<file path="src/hw/rtl/y86fd_pkg.sv">
// y86fd_pkg: shared types and constants for the y86 fetch/decode block
// holds status codes, instruction codes and the decoded result struct
// no dependencies
package y86fd_pkg;

	// fetch status codes
	typedef enum logic [1:0] {
		ST_AOK = 2'd0,
		ST_HLT = 2'd1,
		ST_ADR = 2'd2,
		ST_INS = 2'd3
	} fd_status_t;

	// instruction codes
	localparam logic [3:0] I_HALT   = 4'h0;
	localparam logic [3:0] I_NOP    = 4'h1;
	localparam logic [3:0] I_RRMOVL = 4'h2;
	localparam logic [3:0] I_IRMOVL = 4'h3;
	localparam logic [3:0] I_RMMOVL = 4'h4;
	localparam logic [3:0] I_MRMOVL = 4'h5;
	localparam logic [3:0] I_OPL    = 4'h6;
	localparam logic [3:0] I_JXX    = 4'h7;
	localparam logic [3:0] I_CALL   = 4'h8;
	localparam logic [3:0] I_RET    = 4'h9;
	localparam logic [3:0] I_PUSHL  = 4'hA;
	localparam logic [3:0] I_POPL   = 4'hB;

	// highest function codes that are defined
	localparam logic [3:0] FN_OPL_MAX = 4'd3;
	localparam logic [3:0] FN_JXX_MAX = 4'd6;

	// register id that means no register
	localparam logic [3:0] REG_NONE = 4'hF;

	// mem_limit after reset
	localparam logic [31:0] MEM_LIMIT_RST = 32'h0000_FFFF;

	// stream widths
	localparam int unsigned IN_W  = 80;
	localparam int unsigned OUT_W = 120;

	// decoded instruction
	typedef struct packed {
		logic        has_const;
		logic        has_regids;
		logic [31:0] predicted_pc;
		logic [31:0] next_pc;
		logic [31:0] const_val;
		logic [3:0]  reg_b;
		logic [3:0]  reg_a;
		logic [3:0]  ifun_out;
		logic [3:0]  icode_out;
		fd_status_t  status;
	} fd_result_t;

endpackage

</file>
<file path="src/hw/rtl/y86fd_decode.sv">
// y86fd_decode: combinational fetch decode of one instruction
// address check, icode/ifun split, length, register byte, constant, next pc
// depends on y86fd_pkg
module y86fd_decode
	import y86fd_pkg::*;
(
	input  logic [31:0] fetch_pc,
	input  logic [47:0] instr_bytes,
	input  logic [31:0] mem_limit,
	output fd_result_t  res
);

	logic [3:0]  icode;
	logic [3:0]  ifun;
	logic        valid;
	logic        regs;
	logic        cons;
	logic [2:0]  len;
	logic [31:0] valc;
	logic [31:0] valp;

	// split first byte and check codes
	assign icode = instr_bytes[7:4];
	assign ifun  = instr_bytes[3:0];

	always_comb begin
		valid = (icode <= I_POPL);
		if (icode == I_OPL && ifun > FN_OPL_MAX) valid = 1'b0;
		if ((icode == I_JXX || icode == I_RRMOVL) && ifun > FN_JXX_MAX) valid = 1'b0;
	end

	// which optional parts follow the first byte
	assign regs = (icode >= I_RRMOVL && icode <= I_OPL) || icode == I_PUSHL ||
		icode == I_POPL;
	assign cons = icode >= I_IRMOVL && icode <= I_CALL && icode != I_OPL;

	// constant position depends on the register byte
	always_comb begin
		if (!cons) begin
			valc = '0;
		end else if (regs) begin
			valc = instr_bytes[47:16];
		end else begin
			valc = instr_bytes[39:8];
		end
	end

	assign len  = 3'd1 + {2'b00, regs} + (cons ? 3'd4 : 3'd0);
	assign valp = fetch_pc + {29'd0, len};

	// result, with address error override
	always_comb begin
		if (fetch_pc > mem_limit) begin
			res.status       = ST_ADR;
			res.icode_out    = I_NOP;
			res.ifun_out     = '0;
			res.reg_a        = REG_NONE;
			res.reg_b        = REG_NONE;
			res.const_val    = '0;
			res.next_pc      = fetch_pc + 32'd1;
			res.predicted_pc = fetch_pc + 32'd1;
			res.has_regids   = 1'b0;
			res.has_const    = 1'b0;
		end else begin
			if (!valid) res.status = ST_INS;
			else if (icode == I_HALT) res.status = ST_HLT;
			else res.status = ST_AOK;
			res.icode_out    = icode;
			res.ifun_out     = ifun;
			res.reg_a        = regs ? instr_bytes[15:12] : REG_NONE;
			res.reg_b        = regs ? instr_bytes[11:8] : REG_NONE;
			res.const_val    = valc;
			res.next_pc      = valp;
			res.predicted_pc = (icode == I_JXX || icode == I_CALL) ? valc : valp;
			res.has_regids   = regs;
			res.has_const    = cons;
		end
	end

endmodule

</file>
<file path="src/hw/rtl/y86_fetch_decode.sv">
// y86_fetch_decode: top level of the y86 fetch/decode block
// input register, decode logic, result register and the mem_limit register
// depends on y86fd_pkg and y86fd_decode
//
// Each beat on s_* carries one fetch pc and the six instruction bytes at it;
// one decoded beat per input beat leaves on m_* in order, after the input register
// and the result register. The block takes a new beat every cycle: the two registers
// form a two-stage pipeline that advances whenever the result is taken or empty,
// so throughput is one instruction per clock with m_tready held high. The user
// writes mem_limit through cfg_we/cfg_wdata while the block is idle (not enforced
// by the block). It resets to 65535; a pc above it decodes as an address error nop.
module y86_fetch_decode
	import y86fd_pkg::*;
(
	input  logic               clk,
	input  logic               arst_n,
	// configuration
	input  logic               cfg_we,
	input  logic [31:0]        cfg_wdata,
	// input stream
	input  logic               s_tvalid,
	output logic               s_tready,
	// fetch_pc [31:0], instr_bytes [79:32]
	input  logic [IN_W-1:0]    s_tdata,
	// output stream
	output logic               m_tvalid,
	input  logic               m_tready,
	// status [1:0], icode_out [5:2], ifun_out [9:6], reg_a [13:10], reg_b [17:14],
	// const_val [49:18], next_pc [81:50], predicted_pc [113:82], has_regids [114],
	// has_const [115], zero pad [119:116]
	output logic [OUT_W-1:0]   m_tdata
);

	logic [31:0] mem_limit_q;
	logic        valid_s1;
	logic [31:0] pc_s1;
	logic [47:0] bytes_s1;
	logic        valid_s2;
	fd_result_t  res;
	fd_result_t  res_s2;
	logic        adv_s2;
	logic        adv_s1;

	// configuration register
	always_ff @(posedge clk or negedge arst_n) begin
		if (!arst_n) begin
			mem_limit_q <= MEM_LIMIT_RST;
		end else if (cfg_we) begin
			mem_limit_q <= cfg_wdata;
		end
	end

	// pipeline flow control
	assign adv_s2   = !valid_s2 || m_tready;
	assign adv_s1   = adv_s2;
	assign s_tready = !valid_s1 || adv_s1;

	// input register
	always_ff @(posedge clk or negedge arst_n) begin
		if (!arst_n) begin
			valid_s1 <= 1'b0;
		end else if (s_tready) begin
			valid_s1 <= s_tvalid;
		end
	end

	always_ff @(posedge clk) begin
		if (s_tready && s_tvalid) begin
			pc_s1    <= s_tdata[31:0];
			bytes_s1 <= s_tdata[79:32];
		end
	end

	// decode
	y86fd_decode u_decode (
		.fetch_pc    (pc_s1),
		.instr_bytes (bytes_s1),
		.mem_limit   (mem_limit_q),
		.res         (res)
	);

	// result register
	always_ff @(posedge clk or negedge arst_n) begin
		if (!arst_n) begin
			valid_s2 <= 1'b0;
		end else if (adv_s2) begin
			valid_s2 <= valid_s1;
		end
	end

	always_ff @(posedge clk) begin
		if (adv_s2 && valid_s1) begin
			res_s2 <= res;
		end
	end

	// output beat
	assign m_tvalid = valid_s2;
	assign m_tdata  = {4'd0, res_s2};

	// checks on the decoded beat
	a_adr_nop: assert property (@(posedge clk) disable iff (!arst_n)
		m_tvalid && res_s2.status == ST_ADR |->
		res_s2.icode_out == I_NOP && !res_s2.has_regids && !res_s2.has_const)
		else $error("address error beat is not a plain nop");

	a_no_const: assert property (@(posedge clk) disable iff (!arst_n)
		m_tvalid && !res_s2.has_const |-> res_s2.const_val == 32'd0)
		else $error("const_val nonzero without a constant");

	a_no_regs: assert property (@(posedge clk) disable iff (!arst_n)
		m_tvalid && !res_s2.has_regids |->
		res_s2.reg_a == REG_NONE && res_s2.reg_b == REG_NONE)
		else $error("register ids set without a register byte");

	a_fill_s1: assert property (@(posedge clk) disable iff (!arst_n)
		s_tvalid && s_tready |=> valid_s1)
		else $error("accepted beat lost at input register");

	a_move_s2: assert property (@(posedge clk) disable iff (!arst_n)
		valid_s1 && adv_s2 |=> m_tvalid)
		else $error("decoded beat lost at result register");

endmodule

</file>
<file path="config.mk">
export PLATFORM = sky130hd
export DESIGN_NAME = y86_fetch_decode
export DESIGN_NICKNAME = d
export VERILOG_FILES = /design/src/hw/rtl/y86fd_pkg.sv /design/src/hw/rtl/y86fd_decode.sv /design/src/hw/rtl/y86_fetch_decode.sv
export SDC_FILE = /design/constraint.sdc
export NUM_CORES = 1
export LEC_CHECK = 0
export ABC_AREA = 1
export BUFFER_PORTS_ARGS = -buffer_cell sky130_fd_sc_hd__clkbuf_2
export CORE_MARGIN = 4
export CORE_UTILIZATION = 45
export DETAILED_ROUTE_END_ITERATION = 12
export GPL_TIMING_DRIVEN = 0
export HOLD_SLACK_MARGIN = 0.02
export PLACE_DENSITY = 0.8
export SLEW_MARGIN = 5
export SYNTH_ARGS = -nofsm -noshare
export SYNTH_HDL_FRONTEND = slang
export SYNTH_SLANG_ARGS = --single-unit
</file>
<file path="constraint.sdc">
create_clock -name clk -period 12.6 [get_ports clk]
set_input_delay 1.26 -clock clk [delete_from_list [all_inputs] [get_ports clk]]
set_output_delay 1.26 -clock clk [all_outputs]
set_load 0.005 [all_outputs]
</file>
* Word level (Yosys, flattened, before mapping) *
Index checks and enable logic that the tools add are counted.

storage, ports and cells
  output and inout bits = 122
  logic and storage cells = 66
  register bits = 230

operators by class
  muxes and demuxes = 11
  $lt $le $gt $ge = 8
  add/subtract/negate cells = 4
  reductions and logical operators = 18
  bitwise operators = 2
  eq/ne operators = 7

operator list
  operator                                                                              count
  114-bit 2-to-1 mux                                                                    1
  32-bit 2-to-1 mux                                                                     3
  32-bit by 1-bit adder with 32-bit output (second input constant)                      1
  32-bit by 3-bit adder with 32-bit output                                              1
  32-bit greater-than comparator                                                        1
  4-bit equality test (second input constant)                                           3
  4-bit by 3-bit equality test with 1-bit output (second input constant)                2
  4-bit by 2-bit greater-or-equal comparator with 1-bit output (second input constant)  2
  4-bit <= comparator (second input constant)                                           2
  4-bit 2-to-1 mux                                                                      2
  1-bit logical AND                                                                     7
  1-bit logical OR                                                                      6
  4-bit by 2-bit equality test with 1-bit output (second input constant)                1
  4-bit by 2-bit greater-than comparator with 1-bit output (second input constant)      1
  4-bit by 3-bit greater-than comparator with 1-bit output (second input constant)      1
  4-bit by 3-bit <= comparator with 1-bit output (second input constant)                1
  4-bit zero test                                                                       1
  4-bit by 3-bit != test with 1-bit output (second input constant)                      1
  2-bit OR reduction                                                                    2
  3-bit adder                                                                           1
  1-bit 2-to-1 mux                                                                      3
  3-bit 2-to-1 mux                                                                      1
  1-bit by 1-bit adder with 2-bit output (first input constant)                         1
  1-bit zero test                                                                       2
  other kinds (2)                                                                       3

* Logic depth before layout (Yosys ltp) *
Gate-level depths: netlist (run 1).

  word-level depth = 9
  gate-level depth with buffers = 18
  mapped depth without buffers = 17

* Hierarchy *
Synthesis (run 1) repeated with hierarchy kept, for this count alone.

unflattened totals
  cell total of the unflattened synthesis = 1,259
  area, all modules = 11,862.6 um2

modules (own cells, without submodules)
  module            cells each  area each (um2)  times used
  y86_fetch_decode  348         7,443.4          1
  y86fd_decode      911         4,419.2          1

* Worst setup path after synthesis (run 1) *
Ideal clock, no wire load.

  path kind = in2reg
  from = input m_tready
  to = register res_s2 (netlist bit m_tdata[0]), enable pin
  path buffers = 0
  data required time = 11.971 ns
  stages on the path = 2
  arrival time = 6.888 ns
  path slack = 5.083 ns
  cell sequence = inv_1 > a21oi_1

on the way
  word-level cells in the longest chain between the ends = 2

RTL lines
  what                  line                    source
  from (decl)           y86_fetch_decode.sv:27  input logic m_tready,
  1-bit logical OR      y86_fetch_decode.sv:54  assign adv_s2 = !valid_s2 || m_tready;
  1-bit logical AND     y86_fetch_decode.sv:92  if (adv_s2 && valid_s1) begin
  to (signal assigned)  y86_fetch_decode.sv:93  res_s2 <= res;
  to (decl)             y86_fetch_decode.sv:40  fd_result_t res_s2;

Every way passes these cells.
A chain may end at the register's enable or synchronous reset.

==> reports/results.ini, run 1 <==
[outcome]
outcome = finished, final reports clean

[clocking]
cts_resized = 0
clk_pin_slew_worst_paths_ps = 60
cts.htree.levels = 1
cts_buffers = 24
clock_tree.buffer_depth = 3
cts_tree = built
clk_latency_ps = 520
sink_count_of_the_clock_tree = 230
post_cts_buffers = 0
cts_root_buffer = sky130_fd_sc_hd__clkbuf_16
hold_buffer_count_at_cts = 0

[critical_path]
cp_slowest_stage_delay_ps = 510
timing.critical_path.depth = 15
worst_setup_path_end_kind = flop
timing.critical_path.required_ps = 12850
worst-path-max-fanout = 10
criticalPathCategory = reg2reg
r2r_start = bytes_s1[5]
reg2reg_depth = 15
setup.worst_path.start_class = flop
critPathTopFamily = simple AND/OR/NAND/NOR gates
worst-endpoint-arrival_ps = 3400
worst-r2r-setup-slack_ps = 9450
timing.rr.end = m_tdata[96]
first_element_of_the_critical_path = bytes_s1[5]
path_cells = nand2_1, nand3_1, nand2_2, clkbuf_1, xnor2_1, inv_1, ha_1, inv_1, nand2_2, nand2_1, nand2_1, nand3_1, nand3_1, nand3_1, nand2_1
timing.critical_path.buf_inv = 3
critPathSlowestCell = sky130_fd_sc_hd__clkbuf_1
crit_end = m_tdata[96]

[die]
die_w_um = 168
core_area_um2 = 25100
placementRows = 58
die_footprint_um2 = 28100
io-pin-count = 239
fp.dieH_um = 168
start_util_pct = 45.7

[sta]
max_freq_mhz = 317
rsz_0062_raised_after_global_routing = no
final.period_utilization_pct = 25.0
report.final.slew_viol_count = 0
minimum_clock_period_after_layout_ps = 3150
worstMarginPinSlew_ps = 851
pnr_worst_setup_slack_ps = 9450
setup_total_negative_slack_ps = 0
setup_viol_count_final = 0
report.final.hold_viol_count = 0
timing.max_slew.rel_slack_pct = 43.3
worst_clock_skew_ps = 12.3

[logic_synthesis]
commonest_cells_in_the_synthesized_netlist = sky130_fd_sc_hd__nand2_1 (467), sky130_fd_sc_hd__edfxtp_1 (196), sky130_fd_sc_hd__inv_1 (103)
synthTopCellsByArea = sky130_fd_sc_hd__edfxtp_1 (51%), sky130_fd_sc_hd__nand2_1 (15%), sky130_fd_sc_hd__dfrtp_1 (3.9%)
ys_async_sr_fraction_pct = 14.8
synth_cell_type_count = 38
yosysWarnings = 0
syn_area_um2 = 11500
postSynthRegisterBits = 230
number_of_flops_mapped_to_enable_cells_by_yosys = 196
synth-seq-area-share_pct = 58.9
synth_most_common_cell = sky130_fd_sc_hd__nand2_1
syn-instance-count = 1225
synthDominantAreaCellType = sky130_fd_sc_hd__edfxtp_1
synthDominantCellAreaShare_pct = 51.3
postSynthAreaPerCell_um2 = 9.37
yosys_most_used_dff = sky130_fd_sc_hd__edfxtp_1

[routing]
initialDrtViolationCount = 976
remaining_drc_errors = 0
num_vias = 9550
routed.top_layer = met4
antenna_left = 0
routed_wl_um = 33900
drt-vias-per-instance = 5.19
routed_wire_length_per_instance_um = 18.4
wl_met1_um = 13700
detailroute.wirelength.met2_um = 15900
wl_met3_um = 2840
drt_pass1_iterations = 5

[global_routing]
grt_pass1_vias = 9514
groute.usage.overall_pct = 23.2
grt_start_max_net_pins = 51
overflow = 0
wire_length_of_the_first_global_routing_pass_um = 51400
antenna_found_initial = 1

[placed_design]
global_placement_routability_congestion = 0.949
port_buffers = 233
post-dp-hpwl_um = 25800
preCtsSetupSlack_ps = 9590

[job]
max_cap_violations = 0

[power]
power_density_nw_per_um2 = 150
power.static_leakage_nw = 6.46
irDropWorstVdd_mv = 0.0856

[min_path]
hold_path_class = reg2reg

[cells_and_area]
final_net_count = 1644
drive_gt1_share_pct = 23.0
syn2layout_area_growth_pct = 22.2

[layout make-up]
| class | count | area [um2] |
|---|---|---|
| Buffer | 42 | 250 |
| Clock buffer | 30 | 686 |
| Tap cell | 330 | 413 |
| Clock inverter | 14 | 144 |
| Timing Repair Buffer | 238 | 1280 |
| Multi-Input combinational cell | 848 | 4080 |
| Antenna cell | 1 | 2.50 |
| Inverter | 108 | 408 |
| Sequential cell | 230 | 6760 |
| Fill cell | 2302 | 11100 |
[logic make-up (layout without fill, tap and decap cells)]
family | Yosys count | after routing | synth area share [%]
AOI/OAI and AO/OA | 84 | 84 | 3.89
xor gates and xnor gates | 39 | 39 | 2.98
adders and majority gates | 35 | 35 | 3.82
buffers and inverters | 150 | 432 | 5.71
DFF | 230 | 230 | 58.9
muxes | 1 | 1 | 0.0981
other | 1 | 5 | 0.0327
and+or+nand+nor | 685 | 685 | 24.6
[flip-flops by register name (all words and copies together), names as in the netlist]
| register | flops |
|---|---|
| valid_s1 | 1 |
| mem_limit_q | 32 |
| bytes_s1 | 48 |
| pc_s1 | 32 |
| m_tdata | 116 |
| m_tvalid | 1 |
[through the flow]
stage	power (mW)	util (%)	hold slack [ps]	cells	area, um2
2_1_floorplan	1.21	-	447	1228	11500
3_3_place_gp	1.37	52.0	461	1791	13100
3_5_place_dp	1.37	52.5	486	1796	13200
4_1_cts	2.11	55.8	498	1840	14000
5_1_grt	2.20	55.9	515	1841	14000
6_report	2.10	55.9	495	1841	14000
[layer usage]
layer	global-route usage, %	up-vias
met5	0	-
met4	10.1	0
met3	3.66	91
met2	37.7	491
met1	31.1	4424
li1	-	4544
[tightest hold or removal path: stages (launching register included)]
cell,delay (ps)
sky130_fd_sc_hd__dfstp_2,360
sky130_fd_sc_hd__inv_1,60
sky130_fd_sc_hd__o21ai_0,70
[worst min path at each step]
stage                     from  depth (start not counted)         endpoint  slack, ps
6_report        mem_limit_q[4]                          2   mem_limit_q[4]        490
2_1_floorplan         valid_s1                          2         m_tvalid        450
3_3_place_gp          valid_s1                          2         m_tvalid        460
4_1_cts        mem_limit_q[10]                          2  mem_limit_q[10]        500
5_1_grt        mem_limit_q[14]                          2  mem_limit_q[14]        520
3_5_place_dp   mem_limit_q[10]                          2  mem_limit_q[10]        490
[placed cells by master (no fill, tap or decap), types with 6 or more instances in the layout]
cell type	n
sky130_fd_sc_hd__nand2_1	467
sky130_fd_sc_hd__edfxtp_1	196
sky130_fd_sc_hd__inv_1	102
sky130_fd_sc_hd__dfstp_2	16
sky130_fd_sc_hd__nand3_1	75
sky130_fd_sc_hd__xor2_1	34
sky130_fd_sc_hd__buf_4	10
sky130_fd_sc_hd__nor2_1	92
sky130_fd_sc_hd__buf_2	14
sky130_fd_sc_hd__dfrtp_1	18
sky130_fd_sc_hd__o21ai_0	55
sky130_fd_sc_hd__clkbuf_2	233
sky130_fd_sc_hd__nand2_2	10
sky130_fd_sc_hd__nor3_1	11
sky130_fd_sc_hd__clkbuf_1	14
sky130_fd_sc_hd__clkbuf_16	26
sky130_fd_sc_hd__nand4_1	16
sky130_fd_sc_hd__clkinv_2	6
sky130_fd_sc_hd__a21oi_1	17
sky130_fd_sc_hd__ha_1	35
[report_power, final]
part	switching [mW]	internal [mW]	leakage (nW)
Clock	0.292	0.446	0.413
Combinational	0.249	0.135	3.78
Sequential	0.0410	0.939	2.27
Total	0.582	1.52	6.46
Note: power is estimated with default switching activity, not from simulation.
==> inputs of run 2 (changes only) <==
- clock period: 12.6 -> 3.28 ns (I/O delays scaled with it)
==> run 2 against run 1 <==
Clock power grew to 3.5 times the previous value. Register-to-register slack worse by 9300 ps. Non-clock buffer count up 99. Flip-flop and latch count unchanged. First-iteration DRC count decreased by 0.51%. Routed wire length is 5.9% higher. Combinational power grew to 4.1 times the previous value. Critical path type unchanged. Critical endpoint is now m_tdata[99]. Largest cell class unchanged. Highest routed layer unchanged.
==> reports/results.ini, run 2 (synthesis gave the netlist of run 1 again) <==
[outcome]
outcome = finished, final reports clean  ; unchanged

[placed_design]
preCtsSetupSlack_ps = 288  ; was 9590 ps
post-dp-hpwl_um = 25600  ; was 25800 um
global_placement_routability_congestion = 0.917  ; was 0.949
placedCellCount = 1796  ; unchanged
port_buffers = 233  ; unchanged

[power]
design_power_total_mw = 7.93  ; was 2.10 mW
power.static_leakage_nw = 6.82  ; was 6.46 nW
irDropWorstVdd_mv = 0.397  ; was 0.0856 mV
power_density_nw_per_um2 = 531  ; was 150 nW/um2

[critical_path]
path_cells = nor2_1, nand3_1, a21oi_2, buf_2, ha_1, nand2_1, inv_1, nand2_2, a21oi_2, nand4_1, nand3_1, nand3_1, nand2_1  ; was nand2_1, nand3_1, nand2_2, clkbuf_1, xnor2_1, inv_1, ha_1, inv_1, nand2_2, nand2_1, nand2_1, nand3_1, nand3_1, nand3_1, nand2_1
cp_slowest_stage_delay_ps = 480  ; was 510 ps
timing.critical_path.buf_inv = 2  ; was 3
worst_setup_path_end_kind = flop  ; unchanged
worst-path-max-fanout = 10  ; unchanged
setup.worst_path.start_class = flop  ; unchanged
worst-endpoint-arrival_ps = 3490  ; was 3400 ps
critPathSlowestCell = sky130_fd_sc_hd__edfxtp_1  ; was sky130_fd_sc_hd__clkbuf_1
critPathTopFamily = simple AND/OR/NAND/NOR gates  ; unchanged
criticalPathCategory = reg2reg  ; unchanged
critPathMostFrequentCell = sky130_fd_sc_hd__nand3_1
timing.critical_path.required_ps = 3670  ; was 12850 ps

[die]
die_w_um = 168  ; unchanged
fp.dieH_um = 168  ; unchanged
start_util_pct = 45.7  ; unchanged
die_footprint_um2 = 28100  ; unchanged
core_area_um2 = 25100  ; unchanged
placementRows = 58  ; unchanged
io-pin-count = 239  ; unchanged

[routing]
antenna_left = 0  ; unchanged
num_vias = 10080  ; was 9550
remaining_drc_errors = 0  ; unchanged
routed_wl_um = 35900  ; was 33900 um
drt_pass1_iterations = 5  ; unchanged
routed_wire_length_per_instance_um = 18.5  ; was 18.4 um
drt-vias-per-instance = 5.20  ; was 5.19
initialDrtViolationCount = 971  ; was 976

[sta]
pnr_worst_setup_slack_ps = 176  ; was 9450 ps
final.period_utilization_pct = 94.6  ; was 25.0%
worst_clock_skew_ps = 24.9  ; was 12.3 ps
setup_viol_count_final = 0  ; unchanged
minimum_clock_period_after_layout_ps = 3100  ; was 3150 ps
worstMarginPinSlew_ps = 881  ; was 851 ps
max_freq_mhz = 322  ; was 317 MHz
setup_total_negative_slack_ps = 0  ; unchanged
report.final.hold_viol_count = 0  ; unchanged
rsz_0062_raised_after_global_routing = no  ; unchanged
report.final.slew_viol_count = 0  ; unchanged
timing.max_slew.rel_slack_pct = 41.3  ; was 43.3%

[cells_and_area]
multi_input_area_um2 = 4080  ; unchanged
final_net_count = 1743  ; was 1644
layout.cells.most_common = sky130_fd_sc_hd__nand2_1  ; unchanged
non_filler_instances = 1938  ; was 1841
drive_gt1_share_pct = 21.5  ; was 23.0%
syn2layout_area_growth_pct = 30.1  ; was 22.2%
post-route-util_pct = 59.5  ; was 55.9%
antenna_diode_instance_count = 0  ; was 1
most-common-layout-cells = sky130_fd_sc_hd__nand2_1 (467), sky130_fd_sc_hd__clkbuf_2 (233), sky130_fd_sc_hd__edfxtp_1 (196), sky130_fd_sc_hd__inv_1 (102), sky130_fd_sc_hd__dlygate4sd3_1 (100)  ; was sky130_fd_sc_hd__nand2_1 (467), sky130_fd_sc_hd__clkbuf_2 (233), sky130_fd_sc_hd__edfxtp_1 (196), sky130_fd_sc_hd__inv_1 (102), sky130_fd_sc_hd__nor2_1 (92)
sequential_cell_area_um2 = 6760  ; unchanged
fillerInstances = 2094  ; was 2302
largest_register_ffs = 116  ; unchanged

[global_routing]
grt_start_max_net_pins = 52  ; was 51
antenna_found_initial = 0  ; was 1
wire_length_of_the_first_global_routing_pass_um = 55300  ; was 51400 um
overflow = 0  ; unchanged
groute.usage.overall_pct = 25.2  ; was 23.2%
grt_pass1_vias = 10000  ; was 9514

[clocking]
cts_tree = built  ; unchanged
cts.htree.levels = 1  ; unchanged
cts_resized = 0  ; unchanged
clock_tree.buffer_depth = 3  ; unchanged
cts_buffers = 24  ; unchanged
sink_count_of_the_clock_tree = 230  ; unchanged
clk_latency_ps = 540  ; was 520 ps
cts_root_buffer = sky130_fd_sc_hd__clkbuf_16  ; unchanged
clk_pin_slew_worst_paths_ps = 70  ; was 60 ps
post_cts_buffers = 0  ; unchanged

[job]
max_cap_violations = 0  ; unchanged

[min_path]
hold_path_class = in2reg  ; was reg2reg

==> run 2: changes by cell type in the layout (fill, tap and decap cells not counted), moves of 2 or more <==
cell | before | now
sky130_fd_sc_hd__clkbuf_8 | 2 | 0
sky130_fd_sc_hd__bufinv_16 | 3 | 1
sky130_fd_sc_hd__clkbuf_16 | 26 | 24
sky130_fd_sc_hd__clkinvlp_4 | 0 | 3
sky130_fd_sc_hd__clkinv_1 | 4 | 6
sky130_fd_sc_hd__dlygate4sd3_1 | 0 | 100
==> run 2: what timing repair did <==
item	CTS	global route
endpoints found under the setup margin	0	9
hold endpoints to repair	117	0
hold buffers	100	0
==> run 2: layout make-up <==
cell class | instances | area share (%)
inverter | 108 | 2.73
buffer | 41 | 1.65
clock buffer | 26 | 4.07
sequential | 230 | 45.3
multi-input combinational | 848 | 27.3
tap | 330 | 2.77
clock inverter | 17 | 0.838
timing repair buffer | 338 | 15.3
==> run 2: power breakdown <==
part | internal, mW | switching (mW)
combinational | 0.599 | 0.988
clock | 1.42 | 1.15
sequential | 3.61 | 0.161
total | 5.63 | 2.30
==> run 2: worst paths after layout <==
path	slack [ps]	endpoint	cells past startpoint	start
worst min-delay path	30	mem_limit_q[25]	3	cfg_wdata[25]
worst max register to register	180	m_tdata[99]	13	bytes_s1[5]
max in group asynchronous	2260	mem_limit_q[24]	2	arst_n
worst max-delay path	180	m_tdata[99]	13	bytes_s1[5]
worst min register to register	500	mem_limit_q[7]	2	mem_limit_q[7]
min in group asynchronous	460	mem_limit_q[31]	2	arst_n
==> run 2: worst reg2reg max path: cells and delay by family (launching register included) <==
kind,cells,cell delay [ps]
AND/OR/NAND/NOR,8,1070
adder cells (fa/ha/maj),1,230
flip-flops,1,480
AO/OA/AOI/OAI,2,740
buffers and inverters,2,420
==> run 2: stage by stage <==
step / area [um2] / hold slack [ps]
2_1_floorplan: 11500 / 32.4
3_3_place_gp: 13100 / 455
3_5_place_dp: 13200 / 467
4_1_cts: 14900 / 20.7
5_1_grt: 14900 / 38.9
6_report: 14900 / 34.6
==> run 2: metal layers <==
layer	vias to the layer above	routed length, um	track usage, %
li1	4744	-	-
met1	4645	14200	33.2
met2	541	16700	40.3
met3	150	2630	3.49
met4	0	2410	14.4
met5	-	0	0
==> inputs of run 3 (changes only) <==
- SETUP_SLACK_MARGIN: default -> 0.4
==> run 3 against run 2 <==
Flip-flop and latch count did not move. Global-route usage grew 0.17 points. Hold slack improved by 1.3 ps. Utilization is 0.60 points higher. Routed wire length up 3.5%. Critical path depth increased by 3. Cell count up 0.52%. Combinational power up 3%. Largest power group unchanged. Highest routed layer unchanged.
==> reports/results.ini, run 3 (synthesis gave the netlist of run 1 again) <==
[global_routing]
overflow = 0  ; unchanged
grt_pass1_vias = 10153  ; was 10000
wire_length_of_the_first_global_routing_pass_um = 55800  ; was 55300 um
groute.usage.overall_pct = 25.4  ; was 25.2%
grt_start_max_net_pins = 52  ; unchanged
antenna_found_initial = 0  ; unchanged

[sta]
worstMarginPinSlew_ps = 880  ; was 881 ps
rsz_0062_raised_after_global_routing = yes  ; was no
max_freq_mhz = 350  ; was 322 MHz
worst_clock_skew_ps = 26.8  ; was 24.9 ps
final.period_utilization_pct = 87.2  ; was 94.6%
minimum_clock_period_after_layout_ps = 2860  ; was 3100 ps
report.final.slew_viol_count = 0  ; unchanged
setup_total_negative_slack_ps = 0  ; unchanged
setup_viol_count_final = 0  ; unchanged
report.final.hold_viol_count = 0  ; unchanged
timing.max_slew.rel_slack_pct = 41.3  ; about the same

[critical_path]
criticalPathCategory = reg2reg  ; unchanged
setup.worst_path.start_class = flop  ; unchanged
worst-r2r-setup-slack_ps = 420  ; was 180 ps
crit_end = m_tdata[95]  ; was m_tdata[99]
worst-path-max-fanout = 10  ; unchanged
timing.rr.end = m_tdata[95]  ; was m_tdata[99]
worst_setup_path_end_kind = flop  ; unchanged
r2r_start = bytes_s1[4]  ; was bytes_s1[5]
first_element_of_the_critical_path = bytes_s1[4]  ; was bytes_s1[5]
timing.critical_path.required_ps = 3570  ; was 3670 ps
worst-endpoint-arrival_ps = 3150  ; was 3490 ps
reg2reg_depth = 16  ; was 13

[placed_design]
post-dp-hpwl_um = 25600  ; unchanged
dpl-instance-area_um2 = 13200  ; unchanged
port_buffers = 233  ; unchanged
global_placement_routability_congestion = 0.917  ; unchanged
placedCellCount = 1796  ; unchanged

[routing]
drt-vias-per-instance = 5.24  ; was 5.20
initialDrtViolationCount = 1107  ; was 971
drt_pass1_iterations = 6  ; was 5
routed_wire_length_per_instance_um = 19.1  ; was 18.5 um
routed_wl_um = 37200  ; was 35900 um
antenna_left = 0  ; unchanged
num_vias = 10210  ; was 10080
remaining_drc_errors = 0  ; unchanged

[clocking]
cts_root_buffer = sky130_fd_sc_hd__clkbuf_16  ; unchanged
cts.htree.levels = 1  ; unchanged
cts_tree = built  ; unchanged
clock_tree.buffer_depth = 3  ; unchanged
clk_pin_slew_worst_paths_ps = 70  ; about the same
clk_latency_ps = 540  ; about the same
cts_buffers = 24  ; unchanged
sink_count_of_the_clock_tree = 230  ; unchanged

[die]
io-pin-count = 239  ; unchanged
die_w_um = 168  ; unchanged
fp.dieH_um = 168  ; unchanged
placementRows = 58  ; unchanged
start_util_pct = 45.7  ; unchanged
core_area_um2 = 25100  ; unchanged
die_footprint_um2 = 28100  ; unchanged

[power]
design_power_total_mw = 7.99  ; was 7.93 mW
power.static_leakage_nw = 6.89  ; was 6.82 nW
irDropWorstVdd_mv = 0.429  ; was 0.397 mV
power_density_nw_per_um2 = 530  ; was 531 nW/um2

[cells_and_area]
post-route-util_pct = 60.1  ; was 59.5%
syn2layout_area_growth_pct = 31.4  ; was 30.1%
final_net_count = 1753  ; was 1743
antenna_diode_instance_count = 0  ; unchanged
largest_register_ffs = 116  ; unchanged
drive_gt1_share_pct = 22.7  ; was 21.5%
layout.cells.most_common = sky130_fd_sc_hd__nand2_1  ; unchanged
most-common-layout-cells = sky130_fd_sc_hd__nand2_1 (465), sky130_fd_sc_hd__clkbuf_2 (234), sky130_fd_sc_hd__edfxtp_1 (196), sky130_fd_sc_hd__inv_1 (101), sky130_fd_sc_hd__dlygate4sd3_1 (100)  ; was sky130_fd_sc_hd__nand2_1 (467), sky130_fd_sc_hd__clkbuf_2 (233), sky130_fd_sc_hd__edfxtp_1 (196), sky130_fd_sc_hd__inv_1 (102), sky130_fd_sc_hd__dlygate4sd3_1 (100)
final_cell_area_um2 = 15100  ; was 14900 um2
non_filler_instances = 1948  ; was 1938
fillerInstances = 2074  ; was 2094

[outcome]
outcome = finished, final reports clean  ; unchanged

[min_path]
hold_path_class = in2reg  ; unchanged

[job]
max_cap_violations = 0  ; unchanged

-- run 3: worst min path at each step --
stage | start | end | cells past startpoint
2_1_floorplan | arst_n | m_tvalid | 0
3_3_place_gp | arst_n | m_tvalid | 1
3_5_place_dp | arst_n | m_tvalid | 1
4_1_cts | cfg_wdata[26] | mem_limit_q[26] | 3
5_1_grt | cfg_wdata[14] | mem_limit_q[14] | 3
6_report | cfg_wdata[25] | mem_limit_q[25] | 3
-- run 3: what timing repair did --
item,4_1_cts,5_1_grt
endpoints found under the setup margin,27,58
setup buffers,0,9
resized for setup,2,23
hold endpoints to repair,117,0
hold buffers,100,0
pin swaps,0,1
-- run 3: cell type report --
class | count | area (um2) | area share (%)
Buffer | 42 | 262 | 1.73
Clock buffer | 26 | 608 | 4.03
Multi-Input combinational cell | 848 | 4150 | 27.5
Timing Repair Buffer | 347 | 2360 | 15.6
Inverter | 108 | 408 | 2.70
Tap cell | 330 | 413 | 2.74
Clock inverter | 17 | 125 | 0.830
Sequential cell | 230 | 6760 | 44.8
-- run 3: power by group --
group | internal (mW) | switching, mW
clock network | 1.42 | 1.16
logic | 0.617 | 1.01
registers | 3.61 | 0.166
total | 5.65 | 2.34
-- run 3: per-stage QoR --
| step | setup slack (ps) | hold WS [ps] |
|---|---|---|
| 3_5_place_dp | 288 | 467 |
| 5_1_grt | 219 | 38.8 |
| 6_report | 421 | 35.9 |
| 3_3_place_gp | -369 | 455 |
| 2_1_floorplan | 480 | 32.4 |
| 4_1_cts | 437 | 20.7 |
-- run 3: worst max-delay path, stage by stage, from the launching register on --
cell and delay [ps]:
sky130_fd_sc_hd__edfxtp_1 510, sky130_fd_sc_hd__inv_1 180, sky130_fd_sc_hd__nand2_1 90, sky130_fd_sc_hd__nor2_2 160
sky130_fd_sc_hd__a21oi_4 70, sky130_fd_sc_hd__buf_4 200, sky130_fd_sc_hd__ha_1 340, sky130_fd_sc_hd__nand2_1 60
sky130_fd_sc_hd__inv_1 70, sky130_fd_sc_hd__nand2_2 90, sky130_fd_sc_hd__nand2_2 90, sky130_fd_sc_hd__buf_6 160
sky130_fd_sc_hd__nand2_1 120, sky130_fd_sc_hd__o21ai_1 200, sky130_fd_sc_hd__nand3_1 120, sky130_fd_sc_hd__nand3_1 100
sky130_fd_sc_hd__nand2_1 50
-- run 3: metal layers --
metal | up-vias | global-route usage [%] | routed length (um)
met1 | 4697 | 32.8 | 14300
met5 | - | 0 | 0
met4 | 0 | 14.3 | 2560
met3 | 170 | 4.06 | 3000
met2 | 581 | 41.0 | 17300
li1 | 4762 | - | -
